`config.mk`:
```
export PLATFORM = sky130hd
export DESIGN_NAME = dotted_quad_address_extractor_unit_flat
export DESIGN_NICKNAME = d
export VERILOG_FILES = /design/src/rtl/dqae_pkg.sv /design/src/rtl/dqae_if.sv /design/src/rtl/dqae_in_reg.sv /design/src/rtl/dqae_scan.sv /design/src/rtl/dotted_quad_address_extractor_unit.sv /design/src/flat_wrapper.sv
export SDC_FILE = /design/constraint.sdc
export NUM_CORES = 1
export LEC_CHECK = 0
export ABC_CLOCK_PERIOD_IN_PS = 4850
export BUFFER_PORTS_ARGS = -buffer_cell sky130_fd_sc_hd__clkbuf_2
export CAP_MARGIN = 20
export CORE_UTILIZATION = 30
export CTS_CLUSTER_DIAMETER = 120
export DETAILED_ROUTE_END_ITERATION = 16
export SYNTH_ARGS = -nofsm -noshare
export SYNTH_HDL_FRONTEND = slang
export SYNTH_SLANG_ARGS = --single-unit
```
`constraint.sdc`:
```
create_clock -name clk -period 4.85 [get_ports clk]
set_clock_uncertainty 0.1 [all_clocks]
set_input_delay 0.7275 -clock clk [delete_from_list [all_inputs] [get_ports clk]]
set_output_delay 0.7275 -clock clk [all_outputs]
set_load 0.005 [all_outputs]
```
`src/rtl/dqae_pkg.sv`:
```
// Shared types, constants and helpers for the dotted-quad address extractor.
package dqae_pkg;

  localparam int MAX_STORED_CHARS_DEF = 15;
  localparam int CHAR_W  = 16;
  localparam int ADDR_W  = 32;
  localparam int FIELD_W = 9;   // field value, saturating at FIELD_SAT
  localparam int PROD_W  = 12;  // holds FIELD_SAT * 10 + 9

  localparam logic [CHAR_W-1:0]  CHAR_ZERO = 16'h0030;
  localparam logic [CHAR_W-1:0]  CHAR_NINE = 16'h0039;
  localparam logic [CHAR_W-1:0]  CHAR_DOT  = 16'h002E;

  localparam int MIN_STORED = 7;
  localparam logic [FIELD_W-1:0] FIELD_MAX = 9'd255;
  localparam logic [FIELD_W-1:0] FIELD_SAT = 9'd256;
  localparam logic [1:0]         DOTS_FULL = 2'd3;

  typedef enum logic [1:0] {
    CLS_DIGIT,
    CLS_DOT,
    CLS_OTHER
  } char_cls_t;

  // Word held in the input stage.
  typedef struct packed {
    logic              valid;
    logic [CHAR_W-1:0] character;
  } char_word_t;

  // Outcome of scanning the held word.
  typedef struct packed {
    logic              emit;
    logic [ADDR_W-1:0] address;
  } scan_res_t;

  function automatic char_cls_t classify(input logic [CHAR_W-1:0] c);
    char_cls_t cls;
    if (c >= CHAR_ZERO && c <= CHAR_NINE) begin
      cls = CLS_DIGIT;
    end else if (c == CHAR_DOT) begin
      cls = CLS_DOT;
    end else begin
      cls = CLS_OTHER;
    end
    return cls;
  endfunction

endpackage

```
`src/rtl/dqae_if.sv`:
```
// Valid/ready channel interfaces for characters in and addresses out.
interface dqae_char_if;
  logic        valid;
  logic        ready;
  logic [15:0] character;

  modport source (output valid, output character, input ready);
  modport sink   (input valid, input character, output ready);
endinterface

interface dqae_addr_if;
  logic        valid;
  logic        ready;
  logic [31:0] address;

  modport source (output valid, output address, input ready);
  modport sink   (input valid, input address, output ready);
endinterface

```
`src/rtl/dqae_in_reg.sv`:
```
// Input register stage: holds one character word until the scanner takes it.
module dqae_in_reg
  import dqae_pkg::*;
(
  input  logic        clk,
  input  logic        rst_n,
  dqae_char_if.sink   in_ch,
  input  logic        take,
  output char_word_t  word
);

  logic              valid_r, valid_nxt;
  logic [CHAR_W-1:0] char_r;

  assign in_ch.ready = !valid_r || take;

  always_comb begin
    valid_nxt = valid_r;
    if (in_ch.valid && in_ch.ready) begin
      valid_nxt = 1'b1;
    end else if (take) begin
      valid_nxt = 1'b0;
    end
  end

  always_ff @(posedge clk) begin
    if (!rst_n) begin
      valid_r <= 1'b0;
    end else begin
      valid_r <= valid_nxt;
    end
  end

  // payload: no reset needed
  always_ff @(posedge clk) begin
    if (in_ch.valid && in_ch.ready) begin
      char_r <= in_ch.character;
    end
  end

  assign word.valid     = valid_r;
  assign word.character = char_r;

endmodule

```
`src/rtl/dqae_scan.sv`:
```
// Candidate tracker: per-character state update and address check.
module dqae_scan
  import dqae_pkg::*;
#(
  parameter int MAX_STORED_CHARS = MAX_STORED_CHARS_DEF
)(
  input  logic       clk,
  input  logic       rst_n,
  input  char_word_t word,
  input  logic       fire,
  output scan_res_t  res
);

  localparam int CNT_W = $clog2(MAX_STORED_CHARS + 1);
  localparam logic [CNT_W-1:0] MaxCnt = CNT_W'(MAX_STORED_CHARS);
  localparam logic [CNT_W-1:0] MinCnt = CNT_W'(MIN_STORED);

  logic [CNT_W-1:0]   cnt_r, cnt_nxt;
  logic [1:0]         dot_r, dot_nxt;
  logic [1:0]         sdot_r, sdot_nxt;
  logic               prev_r, prev_nxt;
  logic [FIELD_W-1:0] fval_r [4];
  logic [FIELD_W-1:0] fval_nxt [4];
  logic [3:0]         fdig_r, fdig_nxt;

  char_cls_t          cls;
  logic               room;
  logic [FIELD_W-1:0] cur_val;
  logic [PROD_W-1:0]  prod;
  logic [FIELD_W-1:0] sat_val;
  logic               fields_ok;
  logic               cand_ok;

  assign cls  = classify(word.character);
  assign room = (cnt_r < MaxCnt);

  // value * 10 + digit as two shifts and two adds
  assign cur_val = fval_r[sdot_r];
  assign prod    = (PROD_W'(cur_val) << 3) + (PROD_W'(cur_val) << 1)
                 + PROD_W'(word.character[3:0]);
  assign sat_val = (prod > PROD_W'(FIELD_SAT)) ? FIELD_SAT : prod[FIELD_W-1:0];

  always_comb begin
    fields_ok = 1'b1;
    for (int k = 0; k < 4; k++) begin
      if (!fdig_r[k] || fval_r[k] > FIELD_MAX) begin
        fields_ok = 1'b0;
      end
    end
  end

  assign cand_ok = (dot_r == DOTS_FULL) && prev_r && (cnt_r >= MinCnt)
                 && (sdot_r == DOTS_FULL) && fields_ok;

  always_comb begin
    cnt_nxt  = cnt_r;
    dot_nxt  = dot_r;
    sdot_nxt = sdot_r;
    prev_nxt = prev_r;
    fdig_nxt = fdig_r;
    for (int k = 0; k < 4; k++) begin
      fval_nxt[k] = fval_r[k];
    end
    case (cls)
      CLS_DIGIT: begin
        if (room) begin
          fval_nxt[sdot_r] = sat_val;
          fdig_nxt[sdot_r] = 1'b1;
          cnt_nxt          = cnt_r + 1'b1;
        end
        prev_nxt = 1'b1;
      end
      CLS_DOT: begin
        if (prev_r && dot_r != DOTS_FULL) begin
          if (room) begin
            cnt_nxt  = cnt_r + 1'b1;
            sdot_nxt = sdot_r + 1'b1;
          end
          dot_nxt  = dot_r + 1'b1;
          prev_nxt = 1'b0;
        end else begin
          // drop the candidate, keep the digit mark
          cnt_nxt  = '0;
          dot_nxt  = '0;
          sdot_nxt = '0;
          fdig_nxt = '0;
          for (int k = 0; k < 4; k++) begin
            fval_nxt[k] = '0;
          end
        end
      end
      default: begin
        cnt_nxt  = '0;
        dot_nxt  = '0;
        sdot_nxt = '0;
        fdig_nxt = '0;
        prev_nxt = 1'b0;
        for (int k = 0; k < 4; k++) begin
          fval_nxt[k] = '0;
        end
      end
    endcase
  end

  always_ff @(posedge clk) begin
    if (!rst_n) begin
      cnt_r  <= '0;
      dot_r  <= '0;
      sdot_r <= '0;
      prev_r <= 1'b0;
      fdig_r <= '0;
      for (int k = 0; k < 4; k++) begin
        fval_r[k] <= '0;
      end
    end else if (fire) begin
      cnt_r  <= cnt_nxt;
      dot_r  <= dot_nxt;
      sdot_r <= sdot_nxt;
      prev_r <= prev_nxt;
      fdig_r <= fdig_nxt;
      for (int k = 0; k < 4; k++) begin
        fval_r[k] <= fval_nxt[k];
      end
    end
  end

  assign res.emit    = word.valid && (cls == CLS_OTHER) && cand_ok;
  assign res.address = {fval_r[0][7:0], fval_r[1][7:0], fval_r[2][7:0], fval_r[3][7:0]};

  a_sdot_le_dot: assert property (@(posedge clk) disable iff (!rst_n)
    sdot_r <= dot_r) else $error("kept dots exceed counted dots");

  a_cnt_bound: assert property (@(posedge clk) disable iff (!rst_n)
    cnt_r <= MaxCnt) else $error("stored count beyond limit");

  a_field_sat: assert property (@(posedge clk) disable iff (!rst_n)
    fval_r[0] <= FIELD_SAT && fval_r[1] <= FIELD_SAT
    && fval_r[2] <= FIELD_SAT && fval_r[3] <= FIELD_SAT)
    else $error("field value above saturation");

  a_clear_after_end: assert property (@(posedge clk) disable iff (!rst_n)
    fire && cls == CLS_OTHER |=> cnt_r == '0 && !prev_r && fdig_r == '0)
    else $error("candidate not cleared after terminator");

endmodule

```
`src/rtl/dotted_quad_address_extractor_unit.sv`:
```
// Top level of the dotted-quad address extractor: stages and result register.
//
// Scans a stream of 16-bit text characters, one word per cycle, and reports
// every dotted-decimal IPv4 address found in it as a 32-bit word with the
// first field in the top byte. Digits and dots build a candidate of which at
// most MAX_STORED_CHARS characters are kept; any other character ends the
// candidate and, if it holds four non-empty fields each at most 255, emits
// its address. Send code 0 after the last character so the final candidate
// gets checked. Throughput is one character per cycle: the whole
// per-character update (compare, multiply by ten as shift-and-add, saturate)
// sits between the input register and the candidate state registers. An
// address passes through the input register and then the result register on
// its way out. The input only stalls when a terminating character that
// completes an address finds the result register full and not being taken.
module dotted_quad_address_extractor_unit
  import dqae_pkg::*;
#(
  parameter int MAX_STORED_CHARS = MAX_STORED_CHARS_DEF
)(
  input  logic        clk,
  input  logic        rst_n,
  dqae_char_if.sink   in_ch,
  dqae_addr_if.source out_ch
);

  char_word_t        word;
  scan_res_t         res;
  logic              s1_fire;
  logic              out_free;
  logic              out_valid_r, out_valid_nxt;
  logic [ADDR_W-1:0] out_addr_r;

  // result register is free when empty or drained this cycle
  assign out_free = !out_valid_r || out_ch.ready;
  // retire the held word unless it carries an address that has nowhere to go
  assign s1_fire  = word.valid && (!res.emit || out_free);

  dqae_in_reg u_in_reg (
    .clk   (clk),
    .rst_n (rst_n),
    .in_ch (in_ch),
    .take  (s1_fire),
    .word  (word)
  );

  dqae_scan #(
    .MAX_STORED_CHARS (MAX_STORED_CHARS)
  ) u_scan (
    .clk   (clk),
    .rst_n (rst_n),
    .word  (word),
    .fire  (s1_fire),
    .res   (res)
  );

  // load on emit, drop once taken
  always_comb begin
    out_valid_nxt = out_valid_r;
    if (s1_fire && res.emit) begin
      out_valid_nxt = 1'b1;
    end else if (out_ch.ready) begin
      out_valid_nxt = 1'b0;
    end
  end

  always_ff @(posedge clk) begin
    if (!rst_n) begin
      out_valid_r <= 1'b0;
    end else begin
      out_valid_r <= out_valid_nxt;
    end
  end

  always_ff @(posedge clk) begin
    if (s1_fire && res.emit) begin
      out_addr_r <= res.address;
    end
  end

  assign out_ch.valid   = out_valid_r;
  assign out_ch.address = out_addr_r;

  a_emit_lands: assert property (@(posedge clk) disable iff (!rst_n)
    s1_fire && res.emit |=> out_valid_r)
    else $error("emitted address did not reach the result register");

  a_stall_cause: assert property (@(posedge clk) disable iff (!rst_n)
    word.valid && !s1_fire |-> res.emit && out_valid_r && !out_ch.ready)
    else $error("input stage stalled without a blocked result");

  a_held_word_kept: assert property (@(posedge clk) disable iff (!rst_n)
    word.valid && !s1_fire |=> word.valid && $stable(word.character))
    else $error("stalled character word lost or changed");

  a_ready_when_empty: assert property (@(posedge clk) disable iff (!rst_n)
    !word.valid |-> in_ch.ready)
    else $error("input not ready with an empty input stage");

endmodule

```
`src/flat_wrapper.sv`:
```
// flat-port wrapper written by rule: the top's interface ports become plain ports
module dotted_quad_address_extractor_unit_flat import dqae_pkg::*;
#(
  parameter int MAX_STORED_CHARS = MAX_STORED_CHARS_DEF
)
  (clk, rst_n, in_ch_valid, in_ch_character, in_ch_ready, out_ch_valid, out_ch_address, out_ch_ready);
  dqae_char_if in_ch_i ();
  dqae_addr_if out_ch_i ();
  input  logic clk;
  input  logic rst_n;
  input wire logic [$bits(in_ch_i.valid)-1:0] in_ch_valid;
  input wire logic [$bits(in_ch_i.character)-1:0] in_ch_character;
  output wire logic [$bits(in_ch_i.ready)-1:0] in_ch_ready;
  output wire logic [$bits(out_ch_i.valid)-1:0] out_ch_valid;
  output wire logic [$bits(out_ch_i.address)-1:0] out_ch_address;
  input wire logic [$bits(out_ch_i.ready)-1:0] out_ch_ready;
  assign in_ch_i.valid = in_ch_valid;
  assign in_ch_i.character = in_ch_character;
  assign in_ch_ready = in_ch_i.ready;
  assign out_ch_valid = out_ch_i.valid;
  assign out_ch_address = out_ch_i.address;
  assign out_ch_i.ready = out_ch_ready;
  dotted_quad_address_extractor_unit #(.MAX_STORED_CHARS(MAX_STORED_CHARS)) u_core (.clk(clk), .rst_n(rst_n), .in_ch(in_ch_i), .out_ch(out_ch_i));
endmodule
```
### After elaboration in Yosys (flattened, before gate mapping)

Memory sizes are Yosys's and may differ from the RTL's. A register that Yosys moved wholly into a read port is not among the register bits.
Index checks and enable logic that the tools add are counted.

* input port bits: 20
* output and inout bits: 34
* register bits: 63
* RAM bits: 36
* memories: 1
* word-level logic and storage cells: 121

* bitwise operators: 7
* $add $sub $neg: 5
* muxes and demuxes: 42
* reductions and logical operators: 34
* $lt $le $gt $ge: 13
* eq/ne operators: 10

Memories
* u_core.u_scan.fval_r: depth 4, bits a word 9, read ports 5, clocked after memory_dff 1, wr ports 4, RTL line dqae_scan.sv:22 `logic [FIELD_W-1:0] fval_r [4];`

Operator list (number)
* 36-bit two-way mux: 2
* 36-bit case mux with 2 select lines: 1
* 9-bit two-way mux: 6
* 36-bit bitwise mux: 1
* 9-bit by 8-bit greater-than comparator with 1-bit output (second input constant): 4
* 9-bit demux with 2-bit select: 1
* 16-bit by 6-bit equality test with 1-bit output (second input constant): 1
* 16-bit by 6-bit >= comparator with 1-bit output (second input constant): 1
* 16-bit by 6-bit <= comparator with 1-bit output (second input constant): 1
* 4-bit two-way mux: 4
* 4-bit case mux with 2 select lines: 2
* 1-bit two-way mux: 14
* 2-bit two-way mux: 7
* 1-bit logical AND: 13
* 12-bit by 10-bit adder with 12-bit output: 1
* 12-bit by 4-bit adder with 12-bit output: 1
* 12-bit by 9-bit greater-than comparator with 1-bit output (second input constant): 1
* 2-bit inequality test (second input constant): 4
* 2-bit case mux with 2 select lines: 2
* 1-bit logical NOT: 7
* 1-bit logical OR: 7
* 2-bit equality test (second input constant): 3
* 3-bit AND reduction: 2
* 2-bit by 1-bit adder with 2-bit output (second input constant): 2
* other kinds (18): 23

### Logic depth before layout (Yosys ltp)

* depth after elaboration: 15
* depth in mapped cells: 13
* mapped depth without buffers: 11

### Cells and area by module

A second synthesis with hierarchy kept.

* cells, all modules: 447
* area, all modules: 5318.9 um2

Modules (own cells, without submodules)
* dqae_scan: cells an instance 386, instances 1, sequential area each 1381.3 um2, area an instance 3757.4 um2
* dotted_quad_address_extractor_unit: cells an instance 39, instances 1, sequential area each 980.9 um2, area an instance 1016.0 um2
* dqae_in_reg: cells an instance 22, instances 1, sequential area each 500.5 um2, area an instance 545.5 um2

### Least setup slack after synthesis

No wires, ideal clock.

* kind: reg-to-reg
* start point: register u_core.u_scan.sdot_r[1]
* end point: register u_core.out_addr_r[0], in the netlist u_core.out_ch.address[0], read port of u_core.u_scan.fval_r, enable pin
* clock period less this slack: 4.139 ns
* buffers on the path: 0
* library setup time: 0.461 ns
* required time: 4.289 ns
* arrival time: 3.578 ns
* cell stages (with the launch flop): 6
* setup slack: 0.711 ns
* path through: dfxtp_1 > ha_1 > or4b_1 > nor4_1 > nand2_1 > nor3_1

* cells in the longest elaborated chain, start to end: 8

RTL lines
* from (decl): RTL line dqae_scan.sv:20 `logic [1:0] sdot_r, sdot_nxt;`
* from (signal assigned): RTL line dqae_scan.sv:118 `sdot_r <= sdot_nxt;`
* 2-bit equality test *: RTL line dqae_scan.sv:53 `&& (sdot_r == DOTS_FULL) && fields_ok;`
* 1-bit logical AND * (2 in a row): RTL line dqae_scan.sv:53
* 1-bit logical AND *: RTL line dqae_scan.sv:127 `assign res.emit = word.valid && (cls == CLS_OTHER) && cand_ok;`
* 1-bit logical NOT: RTL line dotted_quad_address_extractor_unit.sv:36 `assign s1_fire = word.valid && (!res.emit || out_free);`
* 1-bit logical OR: RTL line dotted_quad_address_extractor_unit.sv:36
* 1-bit logical AND: RTL line dotted_quad_address_extractor_unit.sv:36
* 1-bit logical AND *: RTL line dotted_quad_address_extractor_unit.sv:75 `if (s1_fire && res.emit) begin`
* to (decl): RTL line dotted_quad_address_extractor_unit.sv:31 `logic [ADDR_W-1:0] out_addr_r;`

Every way passes the cells marked *; elsewhere a longest branch is shown, timed or not.
A chain may end at the register's enable or synchronous reset.

==> flow_summary.toml <==
[run_status]
status = "complete, no violations"

[grt]
antenna_found_initial = 0
grt_pass1_wl_mm = 18.6
grt_pass1_vias = 3516
grt_max_degree = 45
grt_usage = 0.135
grt_overflow = 0

[sta]
fin_setup_tns_ps = 0
tightestPinTransition_ps = 820
hold_viol_final = 0
finalCritPeriodShare = 0.853
maxSlewHeadroom = 0.454
max_freq_mhz = 242
drv_slew = 0
setup_viol_count_final = 0
rsz0062_at_grt = "no"
period_needed_ps = 4130

[clocking]
clock-sinks = 101
cts_buffers = 9
htree_levels = 3
clk-insertion-delay-late_ps = 360
root_buffer = "clkbuf_16"
cts_tree = "yes"
clockBufferDepth = 2
clk_pin_slew_worst_paths_ps = 80
cts_resized = 0
post_cts_buffers = 0
hold_buffers = 0

[critical_path]
worst-endpoint-arrival_ps = 4240
required_ps = 4950
path_max_fanout = 16
crit_family = "compound AO/OA/AOI/OAI gates"
start_kind = "register"
critPathBufInv = 1
slowest_delay_ps = 620
cpMostUsedCell = "fa_1"
worstSetupPathType = "reg -> reg"
cp_slowest_cell = "a211oi_4"
worstPathCellList = "mux4_2 -> inv_1 -> fa_1 -> fa_1 -> nor2b_1 -> o2111a_1 -> o31ai_1 -> a211oi_4 -> nand4_1 -> a21oi_1"
end_kind = "register"

[floorplan]
die_h_um = 134
pin_count = 54
dieArea_mm2 = 0.0180
die-width_um = 134
core_area_mm2 = 0.0168
start_util = 0.312
rows = 47

[placement]
gp_congestion = 0.876
portBuffers = 53
dp_cells = 675
hpwl_mm = 7.93

[logic_synthesis]
synth_area_mm2 = 0.00524
synth_seq_cells = 101
ys_warn_count = 0
synth_edf_count = 84
ys_types = 58
yosysTopAreaCell = "edfxtp_1"
synthFlopType = "edfxtp_1"
syn-num-nets = 462
synth_area_leaders = "edfxtp_1 48%, dfxtp_1 6.5%, ha_1 5.5%"
ys_seq_area_frac = 0.546
netlist.area_leader.share = 0.481
synthCells = 417
syn_area_per_cell_um2 = 12.6
async_reset_ff_frac = 0

[hold_path]
hold_start = "u_core.u_scan.fdig_r[1]$_SDFFE_PN0P_"
hp-class = "reg -> reg"

[drt]
wirelength_mm = 11.4
firstDrtPassIters = 6
postRouteAntennaNets = 0
wl_per_cell_um = 16.5
avgViaCountPerCell = 5.22
via_count = 3607
drcViolationCount = 0
drtIter0Drc = 338

[pwr]
p_per_area_mw_per_mm2 = 307
peakVddDrop_uv = 215
p_leak_nw = 2.08

[cells_and_area]
layout_common_cells = "84 x edfxtp_1, 53 x clkbuf_2, 34 x a21oi_1"
fin_nets = 511
area_delta_synth_final_pct = 15.0
nFillCells = 1658
stdcell_count = 691
antenna_cells = 0
drive_above_1_share = 0.251
final_common_cell = "edfxtp_1"
post-route-util = 0.358

[flow_run]
cap_violations = 0
## layer usage
| metal | GRT usage | wire [um] | vias up |
|---|---|---|---|
| met4 | 0.0456 | 199 | 0 |
| met2 | 0.216 | 5360 | 104 |
| met1 | 0.177 | 5290 | 1767 |
| li1 | - | - | 1720 |
| met5 | 0 | 0 | - |
| met3 | 0.0370 | 570 | 16 |
## stage by stage
stage          worst slack [ps]  instance area [um2]  power (mW)  hold WS [ps]
4_1_cts                     668                 6030        1.87           376
6_report                    715                 6030        1.85           385
5_1_grt                     420                 6030        1.92           391
2_1_floorplan               711                 5240        1.13           336
3_5_place_dp                707                 5750        1.19           355
3_3_place_gp                822                 5740        1.18           352
## sequential cells by signal, summed over array words and instances (netlist names), named ones only
signal and cells:
u_core.u_scan.fval_r 36, u_core.out_ch.address 32, u_core.u_in_reg.char_r 16, u_core.u_scan.cnt_r 4, u_core.u_scan.fdig_r 4, u_core.u_scan.dot_r 2, u_core.u_scan.sdot_r 2, u_core.out_ch.valid 1
u_core.u_in_reg.valid_r 1, u_core.u_scan.prev_r 1
## synthesized netlist by cell type, drive strengths merged (2+ instances only)
master,count
a211oi,2
a21o,3
a21oi,34
a31oi,5
and2,2
and3,2
buf,12
clkbuf,13
dfxtp,17
edfxtp,84
fa,2
ha,23
inv,13
mux2,2
mux2i,2
mux4,9
nand2,22
nand2b,13
nand3,23
nand3b,18
nand4,14
nand4b,2
nor2,14
nor2b,4
nor3,7
nor3b,2
nor4,2
o21a,4
o21ai,17
o311a,2
o31ai,13
o32ai,11
or2,4
or3,3
or4b,2
xnor2,4
## area by class of cell
cell class | instances | area, um2 | share of cell area
flip-flops and latches | 101 | 2860 | 0.475
multi-input cells | 278 | 2220 | 0.369
repair buffers | 63 | 344 | 0.0571
well taps | 220 | 275 | 0.0457
clock buffers | 10 | 229 | 0.0380
inverters | 13 | 48.8 | 0.00809
clock inverters | 6 | 46.3 | 0.00768
## power breakdown
| group | internal, mW | total, mW | switching (mW) |
|---|---|---|---|
| registers | 0.965 | 0.986 | 0.0210 |
| clock network | 0.352 | 0.684 | 0.332 |
| logic | 0.0630 | 0.180 | 0.117 |
## final timing paths
path	endpoint	slack, ps	cells after the start
max	u_core.u_scan.fval_r[1][5]$_SDFFCE_PN0P_	720	10
min	u_core.u_scan.fdig_r[1]$_SDFFE_PN0P_	380	2
max reg2reg	u_core.u_scan.fval_r[1][5]$_SDFFCE_PN0P_	720	10
min reg2reg	u_core.u_scan.fdig_r[1]$_SDFFE_PN0P_	380	2
## cell families after synthesis
logic type | synth area share
AO/OA/AOI/OAI | 0.150
XOR/XNOR | 0.00668
adder cells (fa/ha/maj) | 0.0625
buffers and inverters | 0.0329
flip-flops | 0.546
multiplexers | 0.0492
AND/OR/NAND/NOR | 0.153
## tightest hold or removal path: stages (launching register included)
cell and delay, ps:
dfxtp_1 330, a21oi_1 50, nor2_1 70
(Power assumes the default switching activity.)
